[src/hdl/gsls_pkg.sv]
// Package for the gamepad serial latch shifter.
// Holds the shared constants and the control struct that the shift cells take.
// No dependencies.

package gsls_pkg;

	// Number of button bits captured at a fall of the latch.
	localparam int unsigned SnapW = 12;

	// Length of the serial stream: snapshot bits followed by signature zeros.
	localparam int unsigned SerLen = 16;

	// Positions of the direction buttons inside the button word.
	localparam int unsigned BitUp    = 4;
	localparam int unsigned BitDown  = 5;
	localparam int unsigned BitLeft  = 6;
	localparam int unsigned BitRight = 7;

	// Bit that is shifted in once the stream is exhausted.
	localparam logic FillBit = 1'b1;

	// Control that every shift cell sees in a cycle.
	typedef struct packed {
		logic load;   // capture a new snapshot bit
		logic shift;  // take the neighbour's bit
	} cell_ctl_t;

endpackage

[src/hdl/gsls_cell.sv]
// One cell of the serial shift chain: holds one bit of the output stream.
// Depends on gsls_pkg for the cell control struct.

module gsls_cell (
	input  logic                clk,
	input  logic                arst_n,
	input  gsls_pkg::cell_ctl_t ctl,
	input  logic                load_bit,
	input  logic                next_bit,
	output logic                bit_q
);

	// A load wins over a shift; the two never coincide in practice.
	always_ff @(posedge clk or negedge arst_n) begin
		if (!arst_n) begin
			bit_q <= 1'b0;
		end else if (ctl.load) begin
			bit_q <= load_bit;
		end else if (ctl.shift) begin
			bit_q <= next_bit;
		end
	end

endmodule

[src/hdl/gsls_snap.sv]
// Snapshot builder: applies the opposing-direction rule to the buttons at a fall
// of the latch and keeps the previous direction bits and the two hold flags.
// Depends on gsls_pkg for the button positions.

module gsls_snap (
	input  logic                       clk,
	input  logic                       arst_n,
	input  logic                       fall,
	input  logic [gsls_pkg::SnapW-1:0] buttons,
	output logic [gsls_pkg::SnapW-1:0] snap
);

	logic up_q, down_q, left_q, right_q;
	logic vhold_q, hhold_q;
	logic b_up, b_down, b_left, b_right;
	logic n_up, n_down, n_left, n_right;
	logic n_vhold, n_hhold;

	assign b_up    = buttons[gsls_pkg::BitUp];
	assign b_down  = buttons[gsls_pkg::BitDown];
	assign b_left  = buttons[gsls_pkg::BitLeft];
	assign b_right = buttons[gsls_pkg::BitRight];

	// Vertical axis: follow the buttons, swap once on a conflict, then hold.
	always_comb begin
		n_vhold = vhold_q;
		n_up    = up_q;
		n_down  = down_q;
		priority if (!(b_up && b_down)) begin
			n_vhold = 1'b0;
			n_up    = b_up;
			n_down  = b_down;
		end else if (!vhold_q) begin
			n_vhold = 1'b1;
			n_up    = down_q;
			n_down  = up_q;
		end else begin
			n_vhold = vhold_q;
		end
	end

	// Horizontal axis: same rule as the vertical one.
	always_comb begin
		n_hhold = hhold_q;
		n_left  = left_q;
		n_right = right_q;
		priority if (!(b_left && b_right)) begin
			n_hhold = 1'b0;
			n_left  = b_left;
			n_right = b_right;
		end else if (!hhold_q) begin
			n_hhold = 1'b1;
			n_left  = right_q;
			n_right = left_q;
		end else begin
			n_hhold = hhold_q;
		end
	end

	// New snapshot: plain buttons with the direction bits replaced.
	always_comb begin
		snap = buttons;
		snap[gsls_pkg::BitUp]    = n_up;
		snap[gsls_pkg::BitDown]  = n_down;
		snap[gsls_pkg::BitLeft]  = n_left;
		snap[gsls_pkg::BitRight] = n_right;
	end

	// Direction history and hold flags change only at a fall of the latch.
	always_ff @(posedge clk or negedge arst_n) begin
		if (!arst_n) begin
			up_q    <= 1'b0;
			down_q  <= 1'b0;
			left_q  <= 1'b0;
			right_q <= 1'b0;
			vhold_q <= 1'b0;
			hhold_q <= 1'b0;
		end else if (fall) begin
			up_q    <= n_up;
			down_q  <= n_down;
			left_q  <= n_left;
			right_q <= n_right;
			vhold_q <= n_vhold;
			hhold_q <= n_hhold;
		end
	end

endmodule

[src/hdl/gamepad_serial_latch_shifter_top.sv]
// Top level of the gamepad serial latch shifter.
// Depends on gsls_pkg, gsls_snap and gsls_cell.
//
//   Channel   Handshake             Payload
//   input     in_valid / in_stall   command, latch_level, buttons
//   output    out_valid / out_stall serial_bit
//
// One item is accepted per cycle unless the input stalls; a read
// delivers its bit in the following cycle from the output register. A latch write gives no result.
// The stream lives in a chain of sixteen one-bit cells that is loaded at a
// fall of the latch and shifts once per read while the latch is low,
// filling with ones at the end. Reset clears the latch, the chain, the
// hold flags and the output register. The input stalls only while a
// result waits in the output register and the output side is stalling.

module gamepad_serial_latch_shifter_top (
	input  logic                       clk,
	input  logic                       arst_n,
	input  logic                       in_valid,
	output logic                       in_stall,
	input  logic                       command,
	input  logic                       latch_level,
	input  logic [gsls_pkg::SnapW-1:0] buttons,
	output logic                       out_valid,
	input  logic                       out_stall,
	output logic                       serial_bit
);

	logic                        latch_q;
	logic                        out_valid_q;
	logic                        serial_bit_q;
	logic                        accept;
	logic                        rd;
	logic                        fall;
	logic [gsls_pkg::SnapW-1:0]  snap;
	logic [gsls_pkg::SerLen-1:0] chain;
	gsls_pkg::cell_ctl_t         ctl;

	// Handshake on the input side.
	assign in_stall = out_valid_q && out_stall;
	assign accept   = in_valid && !in_stall;
	assign rd       = accept && command;
	assign fall     = accept && !command && !latch_level && latch_q;

	// Chain control: load at a fall, shift on a read while the latch is low.
	assign ctl.load  = fall;
	assign ctl.shift = rd && !latch_q;

	// Latch line level.
	always_ff @(posedge clk or negedge arst_n) begin
		if (!arst_n) begin
			latch_q <= 1'b0;
		end else if (accept && !command) begin
			latch_q <= latch_level;
		end
	end

	gsls_snap u_snap (
		.clk     (clk),
		.arst_n  (arst_n),
		.fall    (fall),
		.buttons (buttons),
		.snap    (snap)
	);

	// Row of shift cells; cell zero feeds the data line.
	for (genvar i = 0; i < gsls_pkg::SerLen; i++) begin : g_cell
		logic load_bit;
		logic next_bit;

		if (i < gsls_pkg::SnapW) begin : g_load
			assign load_bit = snap[i];
		end else begin : g_sig
			assign load_bit = 1'b0;
		end

		if (i == gsls_pkg::SerLen - 1) begin : g_last
			assign next_bit = gsls_pkg::FillBit;
		end else begin : g_mid
			assign next_bit = chain[i+1];
		end

		gsls_cell u_cell (
			.clk      (clk),
			.arst_n   (arst_n),
			.ctl      (ctl),
			.load_bit (load_bit),
			.next_bit (next_bit),
			.bit_q    (chain[i])
		);
	end

	// Output register valid.
	always_ff @(posedge clk or negedge arst_n) begin
		if (!arst_n) begin
			out_valid_q <= 1'b0;
		end else if (rd) begin
			out_valid_q <= 1'b1;
		end else if (!out_stall) begin
			out_valid_q <= 1'b0;
		end
	end

	// Output data: live B while the latch is high, else the head of the chain.
	always_ff @(posedge clk or negedge arst_n) begin
		if (!arst_n) begin
			serial_bit_q <= 1'b0;
		end else if (rd) begin
			serial_bit_q <= latch_q ? buttons[0] : chain[0];
		end
	end

	assign out_valid  = out_valid_q;
	assign serial_bit = serial_bit_q;

endmodule

[config.mk]
export PLATFORM = sky130hd
export DESIGN_NAME = gamepad_serial_latch_shifter_top
export DESIGN_NICKNAME = d
export VERILOG_FILES = /design/src/hdl/gsls_pkg.sv /design/src/hdl/gsls_cell.sv /design/src/hdl/gsls_snap.sv /design/src/hdl/gamepad_serial_latch_shifter_top.sv
export SDC_FILE = /design/constraint.sdc
export NUM_CORES = 1
export LEC_CHECK = 0
export ABC_CLOCK_PERIOD_IN_PS = 3800
export BUFFER_PORTS_ARGS = -buffer_cell sky130_fd_sc_hd__buf_2
export CORE_ASPECT_RATIO = 0.8
export CORE_MARGIN = 8
export CORE_UTILIZATION = 57
export DETAILED_ROUTE_END_ITERATION = 10
export PLACE_DENSITY_LB_ADDON = 0.3
export SYNTH_ARGS = -nofsm -noshare
export SYNTH_HDL_FRONTEND = slang
export SYNTH_SLANG_ARGS = --single-unit
[constraint.sdc]
create_clock -name clk -period 3.8 [get_ports clk]
set_input_delay 0 -clock clk [delete_from_list [all_inputs] [get_ports clk]]
set_output_delay 0 -clock clk [all_outputs]
set_load 0.05 [all_outputs]
==> flow_metrics.py, run 1 <==
metrics = {
    "detailed_routing": {
        "vias_per_cell": 5.65,
        "wl_per_cell_um": 14.9,
        "ant_nets": 0,
        "route.detailed.drc": 0,
        "wirelength_um": 2530,
        "drt-pass1-iter-count": 4,
        "vias": 955,
        "drt-initial-drc-count": 48,
    },
    "synth": {
        "synthAdderAreaFrac": 0,
        "synth_top_family_by_area": "compound AO/OA/AOI/OAI gates",
        "syn_nets": 126,
        "synth-seq-cells": 25,
        "synthDistinctLibCells": 21,
        "synthSimpleGateAreaFrac": 0.165,
        "synth_xor_area_frac": 0,
        "synthCells": 108,
        "netlist_area_sq_um": 1170,
        "avgSynthCellArea_sq_um": 10.8,
        "synth_mux_area_frac": 0.0526,
        "synth_compound_area_frac": 0.212,
        "yosysSeqAreaShare": 0.536,
        "yosysWarnings": 0,
    },
    "layout": {
        "diodes": 0,
        "multi_input_area_sq_um": 502,
        "fin_nets": 164,
        "final-seq-area_sq_um": 626,
        "area_growth_pct": 25.0,
        "fillers": 134,
        "drive_above_1_share": 0.200,
        "finalNonFillerCells": 169,
    },
    "setup_path": {
        "cp.depth": 5,
        "crit_buf_inv": 1,
        "arrival_ns": 2.61,
        "slowest_stage": "nor4b_4",
        "critPathTopFamily": "simple AND/OR/NAND/NOR gates",
        "cp_max_fo": 19,
        "path_class": "flip-flop to flip-flop",
        "reg2regPathDepth": 5,
        "max_stage_delay_ns": 0.82,
        "cp_data_required_time_ns": 4.07,
        "end_kind": "flip-flop",
        "crit_path_start_kind": "flip-flop",
        "cp_cell_sequence": "a21bo_4, nor4b_4, nand3_1, dlygate4sd3_1, nand2_1",
    },
    "placed_design": {
        "place_congestion": 0.739,
        "place_ws_ns": 1.70,
        "dp_cells": 148,
        "hpwlAfterDp_um": 1670,
        "port_buffers": 20,
    },
    "timing": {
        "holdWs_ns": 0.0226,
        "fmax_mhz": 428,
        "hold_violations": 0,
        "setup-violations-final": 0,
        "setup_tns_ns": 0,
        "worst-slew-pin-transition_ns": 0.982,
        "slew_headroom": 0.343,
        "skew_ns": 0.00857,
        "slew_violations": 0,
        "rsz0062_at_grt": "no",
        "fin_crit_sh": 0.615,
        "layout_setup_ws_ns": 1.46,
        "min_period_ns": 2.34,
    },
    "global_route": {
        "grt_overflow": 0,
        "grt_pass1_wl_um": 4220,
        "grt_pass1_vias": 955,
        "grt_max_degree": 26,
        "antenna_found_initial": 0,
        "grtUsageTotal": 0.137,
    },
    "floorplan": {
        "die_h_um": 56.5,
        "core_area_sq_um": 1910,
        "num_rows": 14,
        "dieArea_sq_um": 3760,
        "io_pins": 21,
        "start_util": 0.611,
        "die_width_um": 66.6,
    },
    "min_path": {
        "min_path_cells": 4,
        "hold_class": "input port to flip-flop",
    },
    "pwr": {
        "power.leakage_uw": 0.000755,
        "peakVddDrop_uv": 362,
        "clockPowerShare": 0.165,
        "combPwrFrac": 0.257,
        "p_switching_uw": 232,
        "pwr-share-seq": 0.579,
        "p_sw_frac": 0.321,
        "intPower_uw": 491,
        "p_per_area_nw_per_um2": 496,
    },
    "cts": {
        "clkLatencyLatePin_ns": 0.32,
        "h-tree-depth": 1,
        "clkSinkCount": 25,
        "cts_tree": "done",
        "cts_setup_buffers": 0,
        "numCtsBuffers": 3,
        "cts_buffer_depth": 2,
        "cts_root_buf": "clkbuf_4",
        "clk_pin_slew_ns": 0.14,
    },
    "run_status": {
        "status": "finished clean",
    },
    "run": {
        "max_cap_violations": 0,
    },
}
==> power by group through the flow <==
stage	combinational, uW	clock [uW]	sequential (uW)
global placement	161	0	415
finish	185	119	418
CTS	184	120	417
global route	203	129	428
detailed placement	170	0	423
floorplan	119	0	418
==> cell type report <==
cell class              instances  share of cell area
flip-flops and latches         25               0.429
repair buffers                 37               0.185
clock buffers                   4              0.0180
well taps                      24              0.0206
inverters                       1             0.00258
multi-input cells              78               0.344
==> worst min-delay path: stages <==
cell and delay [ns]:
buf_2 0.10, a21boi_0 0.11, nand2_1 0.07, nand2_1 0.05
==> layer usage <==
metal | GRT usage | share of wire | vias to the layer above
li1 | - | - | 454
met4 | 0.0213 | 0.0028 | 0
met5 | 0 | 0 | -
met1 | 0.163 | 0.43 | 474
met2 | 0.232 | 0.50 | 25
met3 | 0.0495 | 0.063 | 2
==> what timing repair did <==
item,in CTS,in global routing
hold buffers,17,0
hold endpoints to repair,37,0
gates resized for setup,0,0
==> cells in the mapped netlist <==
master | count | area share
o21ai_0 | 1 | 0.0043
buf_2 | 1 | 0.0043
nand2_1 | 26 | 0.084
nand3_1 | 3 | 0.013
buf_4 | 1 | 0.0064
a21o_1 | 8 | 0.052
a21oi_1 | 8 | 0.034
inv_1 | 1 | 0.0032
dfrtp_1 | 25 | 0.54
mux2_2 | 1 | 0.0097
a21boi_0 | 4 | 0.026
nor2_1 | 5 | 0.016
or4b_1 | 1 | 0.0086
or3b_2 | 1 | 0.0075
mux2i_1 | 5 | 0.043
a22o_1 | 11 | 0.083
nor4b_4 | 1 | 0.020
nor3b_2 | 1 | 0.011
a21bo_4 | 1 | 0.014
nor2_2 | 1 | 0.0054
buf_6 | 2 | 0.019
==> logic make-up after synthesis <==
family | count (synthesis)
AOI/OAI and AO/OA | 33
DFF | 25
and+or+nand+nor | 39
buffers and inverters | 5
muxes | 6
==> worst paths after layout <==
check	start	end	slack (ns)
max in group asynchronous	arst_n	g_cell[11].u_cell.bit_q	3.26
hold / removal	buttons[6]	u_snap.right_q	0.02
setup / recovery	out_valid	u_snap.hhold_q	1.46
hold reg to reg	g_cell[8].u_cell.bit_q	g_cell[8].u_cell.bit_q	0.50
setup reg to reg	out_valid	u_snap.hhold_q	1.46
min in group asynchronous	arst_n	latch_q	0.17
==> through the flow <==
step	total power, uW	util	cell area [sq um]
after CTS	721	0.763	1460
after detailed placement	594	0.661	1260
final	723	0.763	1460
after global placement	577	0.661	1260
after floorplan	538	-	1170
after global routing	760	0.763	1460
==> flip-flops by register name, summed over array words and instances, names as in the netlist <==
register             flops
out_valid                1
u_snap.hhold_q           1
u_snap.up_q              1
serial_bit               1
u_snap.down_q            1
u_snap.left_q            1
u_snap.vhold_q           1
g_cell.u_cell.bit_q     16
latch_q                  1
u_snap.right_q           1
==> placed cells by master, fill, tap and decap left out <==
master          n
a21bo_4         1
a21boi_0        4
a21o_1          8
a21oi_1         8
a22o_1         11
buf_2          20
clkbuf_1        1
clkbuf_4        3
dfrtp_1        25
dlygate4sd3_1  17
inv_1           1
mux2_2          1
mux2i_1         5
nand2_1        26
nand3_1         3
nor2_1          5
nor2_2          1
nor3b_2         1
nor4b_4         1
o21ai_0         1
or3b_2          1
or4b_1          1
Power figures use the tool's default switching activity.
==> run 2, diff against run 1 <==
--- a/config.mk
+++ b/config.mk
@@ -5,11 +5,12 @@
 export SDC_FILE = /design/constraint.sdc
 export NUM_CORES = 1
 export LEC_CHECK = 0
-export ABC_CLOCK_PERIOD_IN_PS = 3800
+export ABC_AREA = 1
+export ABC_CLOCK_PERIOD_IN_PS = 2200
 export BUFFER_PORTS_ARGS = -buffer_cell sky130_fd_sc_hd__buf_2
 export CORE_ASPECT_RATIO = 0.8
 export CORE_MARGIN = 8
-export CORE_UTILIZATION = 57
+export CORE_UTILIZATION = 54
 export DETAILED_ROUTE_END_ITERATION = 10
 export PLACE_DENSITY_LB_ADDON = 0.3
 export SYNTH_ARGS = -nofsm -noshare
==> constraint.sdc (replaced) <==
create_clock -name clk -period 2.2 [get_ports clk]
set_input_delay 0 -clock clk [delete_from_list [all_inputs] [get_ports clk]]
set_output_delay 0 -clock clk [all_outputs]
set_load 0.05 [all_outputs]
==> run 2 against run 1 <==
  * Register-to-register slack got worse by 1.0 ns
  * Largest power group unchanged
  * Critical path type unchanged
  * First-iteration DRC count increased by 29%
  * Core utilization decreased by 6.8 points
  * Global-route usage decreased by 0.90 points
==> flow_metrics.py, run 2 <==
metrics = {
    "synth": {
        "avgSynthCellArea_sq_um": 7.85,
        "synth_xor_area_frac": 0,
        "synthSimpleGateAreaFrac": 0.357,
        "netlist_area_sq_um": 1220,
        "synth_compound_area_frac": 0.0422,
        "yosysSeqAreaShare": 0.514,
        "synthTopCellsByCount": "nand2_1, dfrtp_1, inv_1",
        "synth-seq-cells": 25,
        "synth_top_family_by_area": "simple AND/OR/NAND/NOR gates",
        "yosysMostFrequentCell": "nand2_1",
        "yosysWarnings": 0,
        "synthAdderAreaFrac": 0,
        "synth_mux_area_frac": 0,
        "synth_ff_type": "dfrtp_1",
        "syn_nets": 173,
        "synth_edf_count": 0,
        "synthTopCellsByArea": "dfrtp_1, nand2_1, inv_1",
        "synthCells": 155,
        "synth_top_cell_by_area": "dfrtp_1",
        "async_reset_ff_frac": 1.00,
        "synth_top_area_share": 0.514,
        "synthDistinctLibCells": 20,
    },
    "setup_path": {
        "slowest_stage": "dlygate4sd3_1",
        "cp_data_required_time_ns": 2.45,
        "end_kind": "flip-flop",
        "r2r_end": "u_snap.hhold_q",
        "cp_max_fo": 18,
        "path_class": "flip-flop to flip-flop",
        "reg2regPathDepth": 6,
        "rr_startpoint": "out_valid",
        "crit_buf_inv": 1,
        "max_stage_delay_ns": 0.58,
        "rrSetupSlack_ns": 0.45,
        "arrival_ns": 2.01,
        "cp_cell_sequence": "nand2_2, nand4_2, nor2_8, nand3_1, dlygate4sd3_1, o21ai_1",
        "crit_path_start_kind": "flip-flop",
        "critPathTopFamily": "simple AND/OR/NAND/NOR gates",
    },
    "cts": {
        "cts_buffer_depth": 2,
        "cts_setup_buffers": 0,
        "ctsHoldBuffers": 14,
        "numCtsBuffers": 3,
        "h-tree-depth": 1,
        "clkSinkCount": 25,
        "clk_pin_slew_ns": 0.14,
        "clkLatencyLatePin_ns": 0.32,
        "cts_root_buf": "clkbuf_4",
        "cts_tree": "done",
        "cts_resized": 0,
    },
    "floorplan": {
        "start_util": 0.568,
        "die_width_um": 69.1,
        "num_rows": 15,
        "dieArea_sq_um": 4040,
        "core_area_sq_um": 2140,
        "die_h_um": 58.4,
        "io_pins": 21,
    },
    "min_path": {
        "hold_class": "input port to flip-flop",
        "hold_end": "u_snap.up_q",
        "hold_start": "buttons[4]",
        "min_path_cells": 4,
    },
    "detailed_routing": {
        "wirelength_um": 2360,
        "route.detailed.drc": 0,
        "drt-initial-drc-count": 62,
        "drt-pass1-iter-count": 4,
        "ant_nets": 0,
        "wl_per_cell_um": 11.0,
        "vias_per_cell": 4.87,
        "vias": 1048,
    },
    "run_status": {
        "status": "finished clean",
    },
    "global_route": {
        "grtUsageTotal": 0.128,
        "antenna_found_initial": 0,
        "grt_pass1_wl_um": 4390,
        "use_met2": 0.224,
        "grt_overflow": 0,
        "grt_pass1_vias": 1112,
        "grtUsageMet1": 0.139,
        "grt_use_met3": 0.0537,
        "grt_max_degree": 26,
        "grt-busiest-layer": "met2",
    },
    "layout": {
        "max_flop_register": "g_cell.u_cell.bit_q",
        "area_growth_pct": 22.3,
        "fillers": 181,
        "multi_input_area_sq_um": 485,
        "fin_nets": 209,
        "final_common_cell": "nand2_1",
        "mostFrequentLayoutCells": "nand2_1, dfrtp_1, buf_2",
        "final-seq-area_sq_um": 626,
        "largest_register_ff_count": 16,
        "fin_util": 0.695,
        "diodes": 0,
        "drive_above_1_share": 0.174,
    },
    "pwr": {
        "p_per_area_nw_per_um2": 818,
        "peakVddDrop_uv": 572,
        "power.leakage_uw": 0.000826,
        "total_power_uw": 1220,
    },
    "timing": {
        "fmax_mhz": 570,
        "rsz0062_at_grt": "no",
        "slew_headroom": 0.637,
        "skew_ns": 0.0106,
        "min_period_ns": 1.75,
        "hold_violations": 0,
        "slew_violations": 0,
        "fin_crit_sh": 0.797,
        "worst-slew-pin-transition_ns": 0.545,
        "setup_tns_ns": 0,
        "setup-violations-final": 0,
    },
    "run": {
        "max_cap_violations": 0,
    },
    "placed_design": {
        "port_buffers": 20,
        "place_congestion": 0.785,
        "hpwlAfterDp_um": 1690,
    },
}
## run 2: changes by cell type after synthesis, sizes merged, moves of 5 or more
cell   previous run  this run
mux2i             5         0
a21o              8         0
inv               1        20
a22o             11         0
a21oi             8         1
nand2            26        76
nand3             3        13
## run 2: cell families (layout without fill, tap and decap cells)
logic type,count (synthesis),after routing
simple gates,98,98
flops,25,25
buf+inv,23,58
compound gates,9,9
## run 2: final cells by class
class                      count  share of cell area
clock buffer                   3              0.0151
clock inverter                 1             0.00505
inverter                      20              0.0505
multi-input combinational    107               0.326
sequential                    25               0.421
tap                           25              0.0210
timing repair buffer          34               0.161
## run 2: how the worst max path moves through the flow
stage	start	endpoint	slack, ns	depth (start not counted)
floorplan	out_valid	g_cell[4].u_cell.bit_q	0.73	9
global placement	out_valid	g_cell[6].u_cell.bit_q	0.83	7
detailed placement	out_valid	g_cell[7].u_cell.bit_q	0.77	7
CTS	out_valid	u_snap.hhold_q	0.46	6
global route	out_valid	u_snap.hhold_q	0.33	6
finish	out_valid	u_snap.hhold_q	0.45	6
## run 2: through the flow
| step | hold slack (ns) | worst slack, ns | instance area (sq um) | instances |
|---|---|---|---|---|
| finish | 0.0124 | 0.447 | 1490 | 215 |
| global route | 0.0113 | 0.334 | 1490 | 215 |
| CTS | 0.00774 | 0.461 | 1490 | 215 |
| detailed placement | 0.0206 | 0.772 | 1320 | 197 |
| global placement | 0.0215 | 0.834 | 1320 | 197 |
| floorplan | -0.296 | 0.732 | 1220 | 155 |
## run 2: worst reg2reg max path, cell delays in order (launching register included)
cell,delay (ns)
dfrtp_1,0.41
nand2_2,0.12
nand4_2,0.15
nor2_8,0.26
nand3_1,0.11
dlygate4sd3_1,0.58
o21ai_1,0.08
## run 2: per-layer routing
metal  vias up  share of wire
met3         2          0.068
met4         0         0.0085
met1       481           0.44
li1        541              -
met5         -              0
met2        24           0.49
## run 2: report_power, final
group          total (uW)  switching [uW]  internal [uW]
combinational         327             194            133
clock                 208             138           69.5
sequential            682            82.0            600
total                1220             414            803
==> run 3, diff against run 2 <==
--- a/config.mk
+++ b/config.mk
@@ -6,7 +6,7 @@
 export NUM_CORES = 1
 export LEC_CHECK = 0
 export ABC_AREA = 1
-export ABC_CLOCK_PERIOD_IN_PS = 2200
+export ABC_CLOCK_PERIOD_IN_PS = 1700
 export BUFFER_PORTS_ARGS = -buffer_cell sky130_fd_sc_hd__buf_2
 export CORE_ASPECT_RATIO = 0.8
 export CORE_MARGIN = 8
==> constraint.sdc (replaced) <==
create_clock -name clk -period 1.7 [get_ports clk]
set_input_delay 0 -clock clk [delete_from_list [all_inputs] [get_ports clk]]
set_output_delay 0 -clock clk [all_outputs]
set_load 0.05 [all_outputs]
==> run 3 against run 2 <==
  * Cell area unchanged
  * Combinational power up 29%
  * Register-to-register slack worse by 0.17 ns
  * Core utilization unchanged
  * Clock skew unchanged
  * Final cell count unchanged
  * Power up 29%
  * Sequential power up 29%
  * Clock power up 29%
  * Largest cell class unchanged
  * Largest power group unchanged
==> flow_metrics.py, run 3 (synthesis gave the netlist of run 2 again) <==
metrics = {
    "timing": {
        "fin_crit_sh": 0.836,
        "hold_violations": 0,
        "setup-violations-final": 0,
        "rsz0062_at_grt": "no",
        "slew_headroom": 0.638,
        "fmax_mhz": 704,
        "min_period_ns": 1.42,
        "worst-slew-pin-transition_ns": 0.543,
        "setup_tns_ns": 0,
        "skew_ns": 0.0106,
        "slew_violations": 0,
    },
    "floorplan": {
        "io_pins": 21,
        "num_rows": 15,
        "start_util": 0.568,
        "die_width_um": 69.1,
        "dieArea_sq_um": 4040,
        "die_h_um": 58.4,
        "core_area_sq_um": 2140,
    },
    "pwr": {
        "peakVddDrop_uv": 740,
        "p_per_area_nw_per_um2": 1060,
        "power.leakage_uw": 0.000829,
        "total_power_uw": 1570,
    },
    "global_route": {
        "grt_max_degree": 26,
        "grt_pass1_wl_um": 4370,
        "antenna_found_initial": 0,
        "grt_overflow": 0,
        "grtUsageTotal": 0.128,
        "grt_pass1_vias": 1102,
    },
    "setup_path": {
        "path_class": "flip-flop to flip-flop",
        "end_kind": "flip-flop",
        "cp_data_required_time_ns": 1.93,
        "crit_path_start_kind": "flip-flop",
        "arrival_ns": 1.65,
        "cp_max_fo": 13,
    },
    "layout": {
        "mostFrequentLayoutCells": "nand2_1, dfrtp_1, buf_2",
        "fillers": 181,
        "max_flop_register": "g_cell.u_cell.bit_q",
        "largest_register_ff_count": 16,
        "fin_nets": 209,
        "diodes": 0,
        "final_common_cell": "nand2_1",
        "area_growth_pct": 22.3,
        "drive_above_1_share": 0.174,
    },
    "placed_design": {
        "port_buffers": 20,
        "hpwlAfterDp_um": 1690,
        "place_congestion": 0.785,
    },
    "run": {
        "max_cap_violations": 0,
    },
    "detailed_routing": {
        "ant_nets": 0,
        "wl_per_cell_um": 10.8,
        "drt-initial-drc-count": 58,
        "vias": 1027,
        "vias_per_cell": 4.78,
        "route.detailed.drc": 0,
        "drt-pass1-iter-count": 4,
        "wirelength_um": 2320,
    },
    "cts": {
        "clkLatencyLatePin_ns": 0.32,
        "cts_buffer_depth": 2,
        "numCtsBuffers": 3,
        "h-tree-depth": 1,
        "clk_pin_slew_ns": 0.14,
        "clkSinkCount": 25,
        "cts_tree": "done",
        "cts_root_buf": "clkbuf_4",
        "cts_setup_buffers": 0,
    },
    "min_path": {
        "hold_class": "input port to flip-flop",
    },
    "run_status": {
        "status": "finished clean",
    },
}
[run 3: cell counts in the layout (fill, tap and decap cells not counted)]
Identical to the previous run, type by type.
[run 3: final cells by class]
class | instances | area [sq um] | share of cell area
multi-input cells | 107 | 485 | 0.326
inverters | 20 | 75.1 | 0.0505
clock buffers | 3 | 22.5 | 0.0151
clock inverters | 1 | 7.51 | 0.00505
repair buffers | 34 | 240 | 0.161
flip-flops and latches | 25 | 626 | 0.421
well taps | 25 | 31.3 | 0.0210
[run 3: worst max-delay path, cell delays in order (launching register included)]
cell and delay (ns):
dfrtp_1 0.38, nand2_2 0.10, nand3_2 0.13, nor2_4 0.09, nor2_2 0.42, nand2_1 0.09
nand2_1 0.09, inv_1 0.03
[run 3: stage by stage]
| step | worst slack [ns] | utilization | cells | instance area, sq um | hold slack, ns |
|---|---|---|---|---|---|
| 4_1_cts | 0.253 | 0.695 | 215 | 1490 | 0.00774 |
| 3_5_place_dp | 0.272 | 0.616 | 197 | 1320 | 0.0206 |
| 2_1_floorplan | 0.232 | - | 155 | 1220 | -0.296 |
| 6_report | 0.279 | 0.695 | 215 | 1490 | 0.0124 |
| 5_1_grt | 0.136 | 0.695 | 215 | 1490 | 0.0113 |
| 3_3_place_gp | 0.334 | 0.616 | 197 | 1320 | 0.0215 |
[run 3: metal layers]
metal	wire, um	track usage
met1	1030	0.138
met2	1130	0.224
met3	138	0.0537
met4	20	0.0408
met5	0	0
[run 3: final timing paths]
path,startpoint,end,cells after the start,slack (ns)
max,out_valid,g_cell[7].u_cell.bit_q,7,0.28
max in group asynchronous,arst_n,u_snap.hhold_q,2,1.16
min,buttons[4],u_snap.up_q,4,0.01
min reg2reg,serial_bit,serial_bit,2,0.50
max reg2reg,out_valid,g_cell[7].u_cell.bit_q,7,0.28
min in group asynchronous,arst_n,u_snap.up_q,2,0.17
[run 3: where the power goes]
| group | switching (uW) | internal, uW |
|---|---|---|
| registers | 105 | 777 |
| clock network | 179 | 90.0 |
| logic | 249 | 173 |
| total | 534 | 1040 |
[run 3: timing repair]
action,in CTS,in global routing
resized for setup,0,0
setup endpoints to repair,0,0
hold buffers,14,0
endpoints found under the hold margin,37,0
